===== src/rtl/core/mvte_ram.sv =====
// Generic single-port RAM with registered read.
// No dependencies.
module mvte_ram #(
  parameter int WIDTH = 96,
  parameter int DEPTH = 32
) (
  input  logic                                  clk,
  input  logic                                  en,
  input  logic                                  we,
  input  logic [(DEPTH > 1 ? $clog2(DEPTH) : 1)-1:0] addr,
  input  logic [WIDTH-1:0]                      wdata,
  output logic [WIDTH-1:0]                      rdata
);

  logic [WIDTH-1:0] mem [DEPTH];

  always_ff @(posedge clk) begin
    if (en) begin
      if (we) begin
        mem[addr] <= wdata;
      end else begin
        rdata <= mem[addr];
      end
    end
  end

endmodule


===== config.mk =====
export PLATFORM = sky130hd
export DESIGN_NAME = mvte_ram
export DESIGN_NICKNAME = d
export VERILOG_FILES = /design/src/rtl/core/mvte_ram.sv
export SDC_FILE = /design/constraint.sdc
export NUM_CORES = 2
export LEC_CHECK = 0
export ABC_AREA = 1
export BUFFER_PORTS_ARGS = -buffer_cell sky130_fd_sc_hd__buf_2
export CELL_PAD_IN_SITES_DETAIL_PLACEMENT = 0
export CELL_PAD_IN_SITES_GLOBAL_PLACEMENT = 2
export CORE_AREA = 2 2 534 536
export DETAILED_ROUTE_END_ITERATION = 12
export DIE_AREA = 0 0 536 538
export PLACE_DENSITY = 0.92
export SYNTH_ARGS = -nofsm -noshare
export SYNTH_HDL_FRONTEND = slang
export SYNTH_SLANG_ARGS = --single-unit

===== constraint.sdc =====
create_clock -name clk -period 13.4 [get_ports clk]
set_input_delay 0.67 -clock clk [delete_from_list [all_inputs] [get_ports clk]]
set_output_delay 0.67 -clock clk [all_outputs]
set_load 0.03 [all_outputs]

# Yosys cells after proc, flatten, opt, wreduce, memory -nomap -nowiden
# Memory sizes are Yosys's and may differ from the RTL's. A register that Yosys moved wholly into a read port is not among the register bits.
# Index checks and enable logic that the tools add are counted.
# op_classes
n_mux,3
bitwise_logic,1
reduce_logical,1
# op_table
operator,n
$mux W1,3
$reduce_and A2 Y1,1
$not A1 Y1,1
# totals
register_bits,0
mem_bits_rw,3072
out_inout_bits,96
word_cells,6
mem_count,1
# mem_list
name,words,word_bits,read_ports,rd_ports_with_merged_regs,write_ports,line_no,text
mem,32,96,1,1,1,15,logic [WIDTH-1:0] mem [DEPTH];

# Longest topological paths before layout
# depth
word_depth,3
mapped_depth,13
mapped_depth_nobuf,9

# Worst setup path after synthesis
# No wires, ideal clock.
# synth_path
kind,input-to-reg
start,input port addr[3] in the netlist's numbering
end,memory mem[24][0] (enable)
setup_ps,551
arrival_time_ps,5632
setup_slack_ps,7217
cell_stages,7
cell_sequence,buf_4 inv_2 nor3_4 buf_2 buf_4 inv_1 nor2_1
# synth_rtl
item,line_no,text
start: declaration,10,"input logic [(DEPTH > 1 ? $clog2(DEPTH) : 1)-1:0] addr,"
end: declaration,15,
# No word-level cell before the write port.

==> results.toml <==
[run_status]
status = "complete, no violations"

[global_routing]
antenna_found_initial = 37
grt_max_degree = 210
grt_usage_pct = 25.1
grt-ovfl-total = 0
grt_pass1_vias = 80700
grt_pass1_wl_microns = 534000

[cells_and_area]
area_growth_syn_to_layout_pct = 11.6
final_util_pct = 51.0
final_cell_area_sq_um = 145000
drive_above_1_share_pct = 6.65
n_fill_cell = 24800
nNetsFinal = 12400

[route]
drt_wl_total_microns = 366000
vias = 84900
drt-pass1-iter-count = 5
vias_per_cell = 5.21
final_antenna_net_count = 0
drt_iter0_markers = 8200
drc = 0
wl_per_cell_microns = 22.4

[cts]
cts_buffers = 339
clk_latency_ns = 0.90
hold_buffers = 0
clock-sinks = 3168
cts_tree = "yes"
postCtsSetupBuffers = 0
htree_num_levels = 5
cts_resized = 0
cts_buffer_depth = 4
clkSlewWorstSetupHoldPaths_ns = 0.06
cts_root_buf = "clkbuf_16"

[hold_path]
hp-class = "in2reg"
holdCritStartpoint = "we"

[worst_setup_path]
r2r_start = "mem[25][77]"
cp_max_fo = 199
crit_start = "addr[0]"
cp-start-kind = "input port"
path_class = "in2reg"
end_kind = "flip-flop"
critPathRequiredTime_ns = 14.13
arrival_ns = 6.95

[power_and_ir_drop]
p_leak_nw = 59.5
ir_drop_v = 0.000109
pwr_density_cell_nw_per_um2 = 146
power_w = 0.0210

[sta]
skew_ns = 0.0598
layout_min_cycle_time_ns = 6.22
period_share_pct = 46.4
hold_violations = 0
drv_slew = 0
fmax_mhz = 161
timing.hold.ws_ns = 0.133
tns_ns = 0
worst_slew_pin_slew_ns = 1.21
setup-violations-final = 0
rsz0062_at_grt = "no"
max-slew-margin-rel_pct = 19.1

[logic_synthesis]
yosysSeqAreaShare_pct = 73.4
synth_top_cell_by_area = "edfxtp_1"
syn-cell-area_sq_um = 130000
ys.flop_type = "edfxtp_1"
synth_xor_area_share_pct = 0
netlist_top_cells_count = "nand2_1, edfxtp_1, buf_2, nor2_1, clkbuf_1"
yosys.area_share.simple_pct = 24.4
synth_mux_area_share_pct = 0
synth-async-reset-ratio_pct = 0
syn_nets = 12300
synth.top_cell.area_share_pct = 73.4
synth_top_family_by_area = "simple AND/OR/NAND/NOR gates"
synth-compound-area-share_pct = 0
yosysMostFrequentCell = "nand2_1"
yosysWarnings = 0
synth_edf_count = 3168
ys_types = 14
syn_area_per_cell_sq_um = 10.6
ys_seq_elements = 3168
synth_fa_ha_area_share_pct = 0
synth_area_leaders = "edfxtp_1, nand2_1, buf_2"
syn_inst = 12200

[die]
core-area_sq_um = 283000
design.die.area_sq_um = 288000
start_util_pct = 45.7
fp-row-count = 196
die_h_microns = 538
io_pins = 200
die_x_microns = 536

[placed_design]
gp_congestion = 0.782
portBuffers = 199
post-dp-hpwl_microns = 175000
dpl_cell_area_sq_um = 134000

[job]
drv_cap = 0
## path summary, 6_finish.rpt
kind                to  slack [ns]  cells past startpoint
max          rdata[38]        7.18                     15
min           rdata[2]        0.13                      2
max reg2reg  rdata[77]       11.81                      8
min reg2reg  rdata[52]        0.77                      8
## flip-flops by register name, indices dropped and copies added (netlist names)
| signal | count |
|---|---|
| mem | 3072 |
| rdata | 96 |
## final cells by class
type / count / area, sq um / share of cell area, %
clock inverter: 165 / 1480 / 1.03
inverter: 15 / 82.6 / 0.0571
antenna: 11 / 27.5 / 0.0190
multi-input combinational: 8398 / 31900 / 22.1
sequential: 3168 / 95100 / 65.8
tap: 3762 / 4710 / 3.26
timing repair buffer: 363 / 2360 / 1.63
clock buffer: 424 / 8890 / 6.15
## cell families after synthesis
kind of cell	Yosys count
simple gates	8398
flops	3168
buf+inv	610
## worst max-delay path, cell delays in order
cell and delay [ns]:
buf_8 0.21, inv_16 0.41, buf_4 0.80, buf_4 0.84, buf_4 0.89, buf_4 0.93, buf_4 0.88, nand2_1 0.10
nand2_1 0.10, nand2_1 0.05, nand2_1 0.09, nand2_1 0.05, nand2_1 0.15, nor2_1 0.07, nand2_1 0.05
## cells in the final DEF, fill, tap and decap left out, drive strengths merged
master    Yosys  layout
buf         380     363
bufinv        0      25
clkbuf      215     424
clkinv        0     127
clkinvlp      0       4
diode         0      11
edfxtp     3168    3168
inv          15      24
nand2      8161    8161
nand3         4       4
nor2        225     225
nor3          8       8
## routing by layer
layer	wire (microns)	share of wire, %	global-route usage, %	vias up
met1	157000	43	34.6	41700
met2	176000	48	42.3	2878
li1	-	-	-	39800
met3	23900	6.5	3.09	586
met4	8790	2.4	6.35	8
met5	44	0.012	0	-
## power by group
part           switching, W  internal [W]
Combinational      0.000843      0.000243
Clock               0.00377       0.00516
Sequential        0.0000207        0.0110
## stage by stage
step,std cells,setup slack (ns)
finish,16300,7.18
global route,16300,6.84
CTS,16300,7.34
detailed placement,15700,6.41
global placement,15700,6.50
floorplan,12200,7.22
No activity file was read; power rests on OpenSTA's default activity.
